$ cat src/rtl/ocew_pkg.sv
`timescale 1ns / 1ps
// ----------------------------------------------------------------------------
// OPL capture event window - shared package
// Types, register map codes and constants used by the non-RAM block files.
// ----------------------------------------------------------------------------
package ocew_pkg;

    // Code map geometry
    localparam int MAP_ENTRIES_DEF = 128;
    localparam int MAP_IDX_W       = 7;     // code bits that index the map

    // Configuration port
    localparam int CFG_ADDR_W = 4;
    localparam int CFG_DATA_W = 32;

    // Register indexes (byte address / 4)
    typedef enum logic [1:0] {
        REG_SHORT_DELAY  = 2'd0,
        REG_LONG_DELAY   = 2'd1,
        REG_WINDOW_START = 2'd2,
        REG_WINDOW_END   = 2'd3
    } cfg_reg_idx_t;

    // Reset values of the configuration registers
    localparam logic [7:0]  SHORT_DELAY_RST  = 8'h00;
    localparam logic [7:0]  LONG_DELAY_RST   = 8'h01;
    localparam logic [31:0] WINDOW_START_RST = 32'h0000_0000;
    localparam logic [31:0] WINDOW_END_RST   = 32'hFFFF_FFFF;

    // Decode constants
    localparam logic [3:0] KEY_REG_NIBBLE = 4'hB;   // registers 0xB0-0xBF
    localparam int         KEY_ON_BIT     = 5;
    localparam logic       CMD_LOAD       = 1'b0;

    // Configuration register set
    typedef struct packed {
        logic [7:0]  short_delay_code;
        logic [7:0]  long_delay_code;
        logic [31:0] window_start_ms;
        logic [31:0] window_end_ms;
    } cfg_t;

    // Code map write request
    typedef struct packed {
        logic       en;
        logic [7:0] code;
        logic [7:0] data;
    } map_wr_t;

endpackage

$ cat src/rtl/ocew_intf.sv
`timescale 1ns / 1ps
// ----------------------------------------------------------------------------
// OPL capture event window - stream interfaces
// Valid/ready channels for command pairs in and register-write events out.
// ----------------------------------------------------------------------------
interface ocew_in_if import ocew_pkg::*; ();
    logic       valid;
    logic       ready;
    logic       command;
    logic [7:0] code_byte;
    logic [7:0] value_byte;

    modport source (output valid, command, code_byte, value_byte, input ready);
    modport sink   (input valid, command, code_byte, value_byte, output ready);
endinterface

interface ocew_out_if import ocew_pkg::*; ();
    logic        valid;
    logic        ready;
    logic [31:0] event_index;
    logic [31:0] time_ms;
    logic [8:0]  register_number;
    logic [7:0]  data_value;
    logic        is_key_register;
    logic        key_on;

    modport source (output valid, event_index, time_ms, register_number, data_value,
                    is_key_register, key_on, input ready);
    modport sink   (input valid, event_index, time_ms, register_number, data_value,
                    is_key_register, key_on, output ready);
endinterface

$ cat src/rtl/ocew_ram.sv
`timescale 1ns / 1ps
// ----------------------------------------------------------------------------
// OPL capture event window - generic RAM
// One write port, one read port with registered read data.
// ----------------------------------------------------------------------------
module ocew_ram #(
    parameter int WIDTH = 8,
    parameter int DEPTH = 128
) (
    input  logic                                        clk,
    input  logic                                        we,
    input  logic [((DEPTH > 1) ? $clog2(DEPTH) : 1)-1:0] waddr,
    input  logic [WIDTH-1:0]                            wdata,
    input  logic                                        re,
    input  logic [((DEPTH > 1) ? $clog2(DEPTH) : 1)-1:0] raddr,
    output logic [WIDTH-1:0]                            rdata
);
    logic [WIDTH-1:0] mem_reg [DEPTH];
    logic [WIDTH-1:0] rdata_reg;

    // Write port
    always_ff @(posedge clk)
    begin
        if (we)
        begin
            mem_reg[waddr] <= wdata;
        end
    end

    // Registered read, held between reads
    always_ff @(posedge clk)
    begin
        if (re)
        begin
            rdata_reg <= mem_reg[raddr];
        end
    end

    assign rdata = rdata_reg;
endmodule

$ cat src/rtl/ocew_cfg_regs.sv
`timescale 1ns / 1ps
// ----------------------------------------------------------------------------
// OPL capture event window - configuration registers
// APB-style register file for delay codes and the time window.
// ----------------------------------------------------------------------------
module ocew_cfg_regs import ocew_pkg::*; (
    input  logic                  clk,
    input  logic                  rst_n,
    input  logic                  psel,
    input  logic                  penable,
    input  logic                  pwrite,
    input  logic [CFG_ADDR_W-1:0] paddr,
    input  logic [CFG_DATA_W-1:0] pwdata,
    output logic [CFG_DATA_W-1:0] prdata,
    output logic                  pready,
    output cfg_t                  cfg
);
    cfg_t         cfg_reg;
    cfg_t         cfg_next;
    cfg_reg_idx_t reg_idx;
    logic         wr_en;

    assign pready  = 1'b1;
    assign reg_idx = cfg_reg_idx_t'(paddr[CFG_ADDR_W-1:2]);
    assign wr_en   = psel && penable && pwrite;

    // Write decode
    always_comb
    begin
        cfg_next = cfg_reg;
        if (wr_en)
        begin
            unique case (reg_idx)
                REG_SHORT_DELAY:  cfg_next.short_delay_code = pwdata[7:0];
                REG_LONG_DELAY:   cfg_next.long_delay_code  = pwdata[7:0];
                REG_WINDOW_START: cfg_next.window_start_ms  = pwdata;
                REG_WINDOW_END:   cfg_next.window_end_ms    = pwdata;
                default:          cfg_next = cfg_reg;
            endcase
        end
    end

    always_ff @(posedge clk or negedge rst_n)
    begin
        if (!rst_n)
        begin
            cfg_reg.short_delay_code <= SHORT_DELAY_RST;
            cfg_reg.long_delay_code  <= LONG_DELAY_RST;
            cfg_reg.window_start_ms  <= WINDOW_START_RST;
            cfg_reg.window_end_ms    <= WINDOW_END_RST;
        end
        else
        begin
            cfg_reg <= cfg_next;
        end
    end

    // Read decode
    always_comb
    begin
        unique case (reg_idx)
            REG_SHORT_DELAY:  prdata = {24'd0, cfg_reg.short_delay_code};
            REG_LONG_DELAY:   prdata = {24'd0, cfg_reg.long_delay_code};
            REG_WINDOW_START: prdata = cfg_reg.window_start_ms;
            REG_WINDOW_END:   prdata = cfg_reg.window_end_ms;
            default:          prdata = '0;
        endcase
    end

    assign cfg = cfg_reg;
endmodule

$ cat src/rtl/ocew_code_map.sv
`timescale 1ns / 1ps
// ----------------------------------------------------------------------------
// OPL capture event window - code map
// Code-to-register map in RAM with per-entry valid bits (cleared at reset)
// and a bypass for a load that lands in the same cycle as a read.
// ----------------------------------------------------------------------------
module ocew_code_map import ocew_pkg::*; #(
    parameter int MAP_ENTRIES = MAP_ENTRIES_DEF
) (
    input  logic                 clk,
    input  logic                 rst_n,
    input  logic                 rd_en,
    input  logic [MAP_IDX_W-1:0] rd_idx,
    input  map_wr_t              map_wr,
    output logic [7:0]           rd_data
);
    localparam int AW = (MAP_ENTRIES > 1) ? $clog2(MAP_ENTRIES) : 1;

    logic [MAP_ENTRIES-1:0] vld_reg;
    logic                   rd_vld_reg;
    logic                   rd_inrange_reg;
    logic                   byp_reg;
    logic [7:0]             byp_data_reg;
    logic [7:0]             ram_rdata;
    logic                   wr_inrange;
    logic                   rd_inrange;
    logic                   wr_en;
    logic [AW-1:0]          wr_addr;
    logic [AW-1:0]          rd_addr;
    logic                   hit;

    assign wr_inrange = map_wr.code < 8'(MAP_ENTRIES);
    assign rd_inrange = {1'b0, rd_idx} < 8'(MAP_ENTRIES);
    assign wr_en      = map_wr.en && wr_inrange;
    assign wr_addr    = map_wr.code[AW-1:0];
    assign rd_addr    = AW'(rd_idx);
    assign hit        = wr_en && rd_inrange && (wr_addr == rd_addr);

    ocew_ram #(
        .WIDTH (8),
        .DEPTH (MAP_ENTRIES)
    ) u_ram (
        .clk   (clk),
        .we    (wr_en),
        .waddr (wr_addr),
        .wdata (map_wr.data),
        .re    (rd_en),
        .raddr (rd_addr),
        .rdata (ram_rdata)
    );

    // Entry valid bits: unwritten entries read as zero
    always_ff @(posedge clk or negedge rst_n)
    begin
        if (!rst_n)
        begin
            vld_reg <= '0;
        end
        else if (wr_en)
        begin
            vld_reg[wr_addr] <= 1'b1;
        end
    end

    // Read side flags, captured with the RAM read
    always_ff @(posedge clk or negedge rst_n)
    begin
        if (!rst_n)
        begin
            rd_vld_reg     <= 1'b0;
            rd_inrange_reg <= 1'b0;
            byp_reg        <= 1'b0;
        end
        else if (rd_en)
        begin
            rd_vld_reg     <= rd_inrange && vld_reg[rd_addr];
            rd_inrange_reg <= rd_inrange;
            byp_reg        <= hit;
        end
    end

    always_ff @(posedge clk)
    begin
        if (rd_en)
        begin
            byp_data_reg <= map_wr.data;
        end
    end

    // Resolve bypass, valid and range
    always_comb
    begin
        if (!rd_inrange_reg)
        begin
            rd_data = 8'd0;
        end
        else if (byp_reg)
        begin
            rd_data = byp_data_reg;
        end
        else if (rd_vld_reg)
        begin
            rd_data = ram_rdata;
        end
        else
        begin
            rd_data = 8'd0;
        end
    end
endmodule

$ cat src/rtl/opl_capture_event_window_top.sv
`timescale 1ns / 1ps
// ----------------------------------------------------------------------------
// OPL capture event window - top level
// Decodes code/value pairs of a captured OPL stream into timed register
// write events inside a configured time window.
// ----------------------------------------------------------------------------
// Usage:
//   cmd_stream carries one transaction per load or stream pair; event_stream
//   carries one transaction per register write that falls in the window.
//   Registers are to be written over the APB-style port only while the
//   block is idle; the block itself does not enforce this. An item is
//   registered on acceptance (code map read issued in the same cycle)
//   and decoded in the decode stage; when that stage advances, its event
//   is loaded into the result register, which drives event_stream.valid.
//   One item is accepted per cycle while the receiver does not stall; the
//   running time add and the code map RAM read are the only per-item
//   dependencies. When the receiver stalls with an event pending, the
//   decode stage holds and cmd_stream.ready drops once it is occupied.
//   Reset clears time, write count, stop flag, all map valid bits (so every
//   map entry reads zero) and restores register defaults; no clearing pass.
//   After a write finds the time past window_end_ms, every item is
//   accepted and dropped until reset.
// ----------------------------------------------------------------------------
module opl_capture_event_window_top import ocew_pkg::*; #(
    parameter int MAP_ENTRIES = MAP_ENTRIES_DEF
) (
    input  logic                  clk,
    input  logic                  rst_n,
    ocew_in_if.sink               cmd_stream,
    ocew_out_if.source            event_stream,
    input  logic                  psel,
    input  logic                  penable,
    input  logic                  pwrite,
    input  logic [CFG_ADDR_W-1:0] paddr,
    input  logic [CFG_DATA_W-1:0] pwdata,
    output logic [CFG_DATA_W-1:0] prdata,
    output logic                  pready
);
    cfg_t        cfg;
    map_wr_t     map_wr;
    logic [7:0]  map_data;
    logic        accept;

    // Decode stage registers
    logic        s1_valid_reg;
    logic        s1_cmd_reg;
    logic [7:0]  s1_code_reg;
    logic [7:0]  s1_val_reg;

    // Block state
    logic [31:0] elapsed_reg;
    logic [31:0] elapsed_next;
    logic [31:0] count_reg;
    logic [31:0] count_next;
    logic        stopped_reg;
    logic        stopped_next;

    // Result register
    logic        out_valid_reg;
    logic [31:0] out_index_reg;
    logic [31:0] out_time_reg;
    logic [8:0]  out_regnum_reg;
    logic [7:0]  out_data_reg;
    logic        out_key_reg_reg;
    logic        out_key_on_reg;

    // Decode signals
    logic        s1_adv;
    logic        live;
    logic        is_short;
    logic        is_long;
    logic        is_write;
    logic        past_end;
    logic        before_start;
    logic        emit;
    logic [8:0]  val_p1;
    logic [31:0] delay_add;
    logic        key_reg;

    ocew_cfg_regs u_cfg (
        .clk     (clk),
        .rst_n   (rst_n),
        .psel    (psel),
        .penable (penable),
        .pwrite  (pwrite),
        .paddr   (paddr),
        .pwdata  (pwdata),
        .prdata  (prdata),
        .pready  (pready),
        .cfg     (cfg)
    );

    ocew_code_map #(
        .MAP_ENTRIES (MAP_ENTRIES)
    ) u_map (
        .clk     (clk),
        .rst_n   (rst_n),
        .rd_en   (accept),
        .rd_idx  (cmd_stream.code_byte[MAP_IDX_W-1:0]),
        .map_wr  (map_wr),
        .rd_data (map_data)
    );

    // Handshake
    assign s1_adv           = s1_valid_reg && (!out_valid_reg || event_stream.ready);
    assign cmd_stream.ready = !s1_valid_reg || s1_adv;
    assign accept           = cmd_stream.valid && cmd_stream.ready;

    // Input register
    always_ff @(posedge clk or negedge rst_n)
    begin
        if (!rst_n)
        begin
            s1_valid_reg <= 1'b0;
        end
        else if (cmd_stream.ready)
        begin
            s1_valid_reg <= cmd_stream.valid;
        end
    end

    always_ff @(posedge clk)
    begin
        if (accept)
        begin
            s1_cmd_reg  <= cmd_stream.command;
            s1_code_reg <= cmd_stream.code_byte;
            s1_val_reg  <= cmd_stream.value_byte;
        end
    end

    // Classify the item
    assign live     = s1_adv && !stopped_reg;
    assign is_short = (s1_cmd_reg != CMD_LOAD) && (s1_code_reg == cfg.short_delay_code);
    assign is_long  = (s1_cmd_reg != CMD_LOAD) && !is_short
                      && (s1_code_reg == cfg.long_delay_code);
    assign is_write = (s1_cmd_reg != CMD_LOAD) && !is_short && !is_long;

    assign map_wr.en   = live && (s1_cmd_reg == CMD_LOAD);
    assign map_wr.code = s1_code_reg;
    assign map_wr.data = s1_val_reg;

    // Delay: value+1 ms, or (value+1)*256 ms
    assign val_p1    = {1'b0, s1_val_reg} + 9'd1;
    assign delay_add = is_short ? {23'd0, val_p1} : {15'd0, val_p1, 8'd0};

    assign past_end     = elapsed_reg > cfg.window_end_ms;
    assign before_start = elapsed_reg < cfg.window_start_ms;
    assign emit         = live && is_write && !past_end && !before_start;
    assign key_reg      = map_data[7:4] == KEY_REG_NIBBLE;

    // State update
    always_comb
    begin
        elapsed_next = elapsed_reg;
        count_next   = count_reg;
        stopped_next = stopped_reg;
        if (live && (is_short || is_long))
        begin
            elapsed_next = elapsed_reg + delay_add;
        end
        if (live && is_write)
        begin
            if (past_end)
            begin
                stopped_next = 1'b1;
            end
            else
            begin
                count_next = count_reg + 32'd1;
            end
        end
    end

    always_ff @(posedge clk or negedge rst_n)
    begin
        if (!rst_n)
        begin
            elapsed_reg <= '0;
            count_reg   <= '0;
            stopped_reg <= 1'b0;
        end
        else
        begin
            elapsed_reg <= elapsed_next;
            count_reg   <= count_next;
            stopped_reg <= stopped_next;
        end
    end

    // Result register
    always_ff @(posedge clk or negedge rst_n)
    begin
        if (!rst_n)
        begin
            out_valid_reg <= 1'b0;
        end
        else if (emit)
        begin
            out_valid_reg <= 1'b1;
        end
        else if (event_stream.ready)
        begin
            out_valid_reg <= 1'b0;
        end
    end

    always_ff @(posedge clk)
    begin
        if (emit)
        begin
            out_index_reg   <= count_reg;
            out_time_reg    <= elapsed_reg;
            out_regnum_reg  <= {s1_code_reg[7], map_data};
            out_data_reg    <= s1_val_reg;
            out_key_reg_reg <= key_reg;
            out_key_on_reg  <= key_reg && s1_val_reg[KEY_ON_BIT];
        end
    end

    assign event_stream.valid           = out_valid_reg;
    assign event_stream.event_index     = out_index_reg;
    assign event_stream.time_ms         = out_time_reg;
    assign event_stream.register_number = out_regnum_reg;
    assign event_stream.data_value      = out_data_reg;
    assign event_stream.is_key_register = out_key_reg_reg;
    assign event_stream.key_on          = out_key_on_reg;

    // Once stopped, the block stays stopped and emits nothing
    a_stop_sticky: assert property (@(posedge clk) disable iff (!rst_n)
        stopped_reg |=> stopped_reg && !emit)
        else $error("stop flag cleared or event emitted after stop");

    // Write count advances by at most one per cycle
    a_count_step: assert property (@(posedge clk) disable iff (!rst_n)
        (count_reg != $past(count_reg)) |-> (count_reg == $past(count_reg) + 32'd1))
        else $error("write count jumped");

    // A stalled pending event blocks the decode stage
    a_stall_hold: assert property (@(posedge clk) disable iff (!rst_n)
        (out_valid_reg && !event_stream.ready) |-> !s1_adv && !emit)
        else $error("decode advanced into a stalled result register");
endmodule

$ cat src/flat_wrapper.sv
// flat-port wrapper written by rule: the top's interface ports become plain ports
module opl_capture_event_window_top_flat import ocew_pkg::*;
#(
    parameter int MAP_ENTRIES = MAP_ENTRIES_DEF
)
  (clk, rst_n, psel, penable, pwrite, paddr, pwdata, prdata, pready, cmd_stream_valid, cmd_stream_command, cmd_stream_code_byte, cmd_stream_value_byte, cmd_stream_ready, event_stream_valid, event_stream_event_index, event_stream_time_ms, event_stream_register_number, event_stream_data_value, event_stream_is_key_register, event_stream_key_on, event_stream_ready);
  ocew_in_if cmd_stream_i ();
  ocew_out_if event_stream_i ();
  input  logic clk;
  input  logic rst_n;
  input  logic psel;
  input  logic penable;
  input  logic pwrite;
  input  logic [CFG_ADDR_W-1:0] paddr;
  input  logic [CFG_DATA_W-1:0] pwdata;
  output logic [CFG_DATA_W-1:0] prdata;
  output logic pready;
  input wire logic [$bits(cmd_stream_i.valid)-1:0] cmd_stream_valid;
  input wire logic [$bits(cmd_stream_i.command)-1:0] cmd_stream_command;
  input wire logic [$bits(cmd_stream_i.code_byte)-1:0] cmd_stream_code_byte;
  input wire logic [$bits(cmd_stream_i.value_byte)-1:0] cmd_stream_value_byte;
  output wire logic [$bits(cmd_stream_i.ready)-1:0] cmd_stream_ready;
  output wire logic [$bits(event_stream_i.valid)-1:0] event_stream_valid;
  output wire logic [$bits(event_stream_i.event_index)-1:0] event_stream_event_index;
  output wire logic [$bits(event_stream_i.time_ms)-1:0] event_stream_time_ms;
  output wire logic [$bits(event_stream_i.register_number)-1:0] event_stream_register_number;
  output wire logic [$bits(event_stream_i.data_value)-1:0] event_stream_data_value;
  output wire logic [$bits(event_stream_i.is_key_register)-1:0] event_stream_is_key_register;
  output wire logic [$bits(event_stream_i.key_on)-1:0] event_stream_key_on;
  input wire logic [$bits(event_stream_i.ready)-1:0] event_stream_ready;
  assign cmd_stream_i.valid = cmd_stream_valid;
  assign cmd_stream_i.command = cmd_stream_command;
  assign cmd_stream_i.code_byte = cmd_stream_code_byte;
  assign cmd_stream_i.value_byte = cmd_stream_value_byte;
  assign cmd_stream_ready = cmd_stream_i.ready;
  assign event_stream_valid = event_stream_i.valid;
  assign event_stream_event_index = event_stream_i.event_index;
  assign event_stream_time_ms = event_stream_i.time_ms;
  assign event_stream_register_number = event_stream_i.register_number;
  assign event_stream_data_value = event_stream_i.data_value;
  assign event_stream_is_key_register = event_stream_i.is_key_register;
  assign event_stream_key_on = event_stream_i.key_on;
  assign event_stream_i.ready = event_stream_ready;
  opl_capture_event_window_top #(.MAP_ENTRIES(MAP_ENTRIES)) u_core (.clk(clk), .rst_n(rst_n), .cmd_stream(cmd_stream_i), .event_stream(event_stream_i), .psel(psel), .penable(penable), .pwrite(pwrite), .paddr(paddr), .pwdata(pwdata), .prdata(prdata), .pready(pready));
endmodule
$ cat config.mk
export PLATFORM = sky130hd
export DESIGN_NAME = opl_capture_event_window_top_flat
export DESIGN_NICKNAME = d
export VERILOG_FILES = /design/src/rtl/ocew_pkg.sv /design/src/rtl/ocew_intf.sv /design/src/rtl/ocew_ram.sv /design/src/rtl/ocew_cfg_regs.sv /design/src/rtl/ocew_code_map.sv /design/src/rtl/opl_capture_event_window_top.sv /design/src/flat_wrapper.sv
export SDC_FILE = /design/constraint.sdc
export NUM_CORES = 2
export LEC_CHECK = 0
export ABC_AREA = 0
export BUFFER_PORTS_ARGS = -buffer_cell sky130_fd_sc_hd__buf_2
export CAP_MARGIN = 10
export CORE_ASPECT_RATIO = 0.75
export CORE_MARGIN = 2
export CORE_UTILIZATION = 55
export DETAILED_ROUTE_END_ITERATION = 10
export GPL_TIMING_DRIVEN = 1
export PLACE_DENSITY = 0.77
export SLEW_MARGIN = 5
export SYNTH_ARGS = -nofsm -noshare
export SYNTH_HDL_FRONTEND = slang
export SYNTH_SLANG_ARGS = --single-unit
$ cat constraint.sdc
create_clock -name clk -period 7.6 [get_ports clk]
set_input_delay 0.76 -clock clk [delete_from_list [all_inputs] [get_ports clk]]
set_output_delay 0.76 -clock clk [all_outputs]
set_load 0.01 [all_outputs]
==> impl_metrics.ini <==
[timing]
tns_ps = 0
slew_headroom = 0.126
period_needed_ps = 4300
worst_pin_slew_ps = 1310
fmaxAchievable_ghz = 0.232
setup_violations = 0
rsz0062_at_grt = false
hold_viol_final = 2
whs_ps = -2.02
final.period_utilization = 0.566
slew_violations = 0
skew_ps = 29.6

[logic_synthesis]
netlist_area_um2 = 57700
yosysTopAreaCell = edfxtp_1
post_synth_num_cell_types = 68
synth_area_per_cell_um2 = 18.7
synth_seq_cells = 1418
synth_edf_count = 1140
ys_seq_area_frac = 0.715
synth_area_leaders = edfxtp_1 (59%), mux4_2 (14%), dfrtp_1 (11%), ha_1 (1.8%), dfstp_2 (1.5%)
synth_async_sr_flop_share = 0.196
syn_inst = 3089
syn_nets = 3232
ys.flop_type = edfxtp_1
yosys_warnings = 0
synth_top_area_share = 0.594

[critical_path]
required_ps = 8010
crit_path_start_kind = flop
r2r_setup_slack_ps = 3300
worstPathArrival_ps = 4710
cp_max_fo = 56
end_kind = flop
worstSetupPathType = flop to flop

[clock_tree]
clkSinkCount = 1418
clockRootBuffer = clkbuf_16
cts_buffer_depth = 3
cts_tree = yes
path_clk_slew_ps = 60
clock_latency_ps = 760
cts_buffers = 134
postCtsHoldBufs = 0
postCtsSetupRepairBufs = 0
post_cts_resize_count = 0
htreeDepth = 4

[placement]
gp_congestion = 0.870
dp_hpwl_um = 80500
dp_cells = 4575
io_buffers = 174
place_area_um2 = 60100

[power_and_ir_drop]
power_leakage_nw = 23.1
vdd.ir_drop.worst_mv = 0.225
cellPowerDensity_nw_per_um2 = 263

[final_layout]
area_growth_pct = 12.1
post-route-util = 0.624
largest_reg_flops = 1024
stdcell_count = 4824
layout_commonest_cell = edfxtp_1
drive_gt1_frac = 0.296
mostFrequentLayoutCells = edfxtp_1 (1140), mux4_2 (361), dfrtp_1 (245), nor2_1 (177), buf_2 (169)
design_area_um2 = 64600
num-nets-final = 3450

[floorplanning]
start_util = 0.556
coreArea_um2 = 104000
die_w_um = 378
ios = 178
rows = 102
die_area_um2 = 107000
die_h_um = 284

[drt]
via_per_inst = 6.23
wl_um = 132000
num_vias = 30100
drc = 0
wl_per_cell_um = 27.4
drt_iter0_markers = 4027
dr.pass1.iters = 6
final_antenna_net_count = 0

[global_route]
grt_use_total = 0.250
grt_pass1_wl_um = 197000
grt_pass1_vias = 29600
antenna_found_initial = 5
globalRouteOverflowTotal = 0
grt_max_degree = 127

[flow_run]
maxCapViolations = 0

[status]
violations = hold timing
status = complete, but fails checks

[worst_hold_path]
min_path_type = input port to async pin
-- path summary, 6_finish.rpt --
kind | start | to | depth (start not counted)
worst max register to register | u_core.u_cfg.cfg[31] | u_core.event_stream.data_value[4] | 10
max in group asynchronous | rst_n | u_core.u_map.vld_reg[65] | 2
min in group clk | cmd_stream_value_byte[1] | u_core.s1_val_reg[1] | 1
worst max-delay path | u_core.u_cfg.cfg[31] | u_core.event_stream.data_value[4] | 10
worst min-delay path | rst_n | u_core.u_cfg.cfg[60] | 1
worst min register to register | u_core.count_reg[8] | u_core.event_stream.event_index[8] | 0
-- cell families after synthesis --
family / count (synthesis) / synth area share
AOI/OAI and AO/OA: 203 / 0.0225
and+or+nand+nor: 614 / 0.0543
xor gates and xnor gates: 87 / 0.0132
other: 1 / 0.0000650
adders and majority gates: 83 / 0.0181
buffers and inverters: 215 / 0.0159
DFF: 1418 / 0.715
muxes: 468 / 0.161
-- metrics by stage --
step / worst slack, ps / hold slack [ps] / power, mW
6_report: 3300 / -2.02 / 17.0
5_1_grt: 3000 / 44.6 / 17.5
4_1_cts: 3270 / 4.16 / 17.1
3_5_place_dp: 3290 / 431 / 10.3
3_3_place_gp: 3320 / 440 / 10.2
2_1_floorplan: 1480 / 425 / 9.76
-- layer usage --
layer	vias to the layer above	GRT usage	part of all wire
li1	12600	-	-
met1	15700	0.385	0.42
met2	1536	0.366	0.46
met3	205	0.0508	0.095
met4	2	0.0767	0.024
met5	-	0	0.000098
-- final cells by class --
class	instances	area (um^2)
Clock inverter	67	838
Fill cell	7095	39000
Sequential cell	1418	41200
Timing Repair Buffer	219	1290
Multi-Input combinational cell	1456	15500
Tap cell	1404	1760
Antenna cell	3	7.51
Inverter	78	293
Clock buffer	179	3680
-- critical path, stage by stage (launching register included) --
cell	delay, ps
dfstp_2	550
inv_1	40
ha_1	300
nand4_1	180
nor4_1	560
nand4_1	200
nor4_1	410
a31oi_4	40
buf_4	280
nor2_4	970
buf_12	390
-- Yosys cell counts, types with 33 or more instances --
cell         n
or2_2      132
a21oi_1     37
ha_1        82
dfstp_2     33
inv_1       78
dfrtp_1    245
xor2_1      38
xnor2_1     49
mux2_2      50
nor2b_1     45
edfxtp_1  1140
mux4_2     361
clkbuf_1    66
nand2_1    111
buf_2       43
nor2_1     179
o21ai_0     73
mux2i_1     57
-- power by group --
| part | internal (mW) | switching, mW |
|---|---|---|
| registers | 8.65 | 0.154 |
| clock network | 4.01 | 2.90 |
| logic | 0.524 | 0.776 |
(Power assumes the default switching activity.)
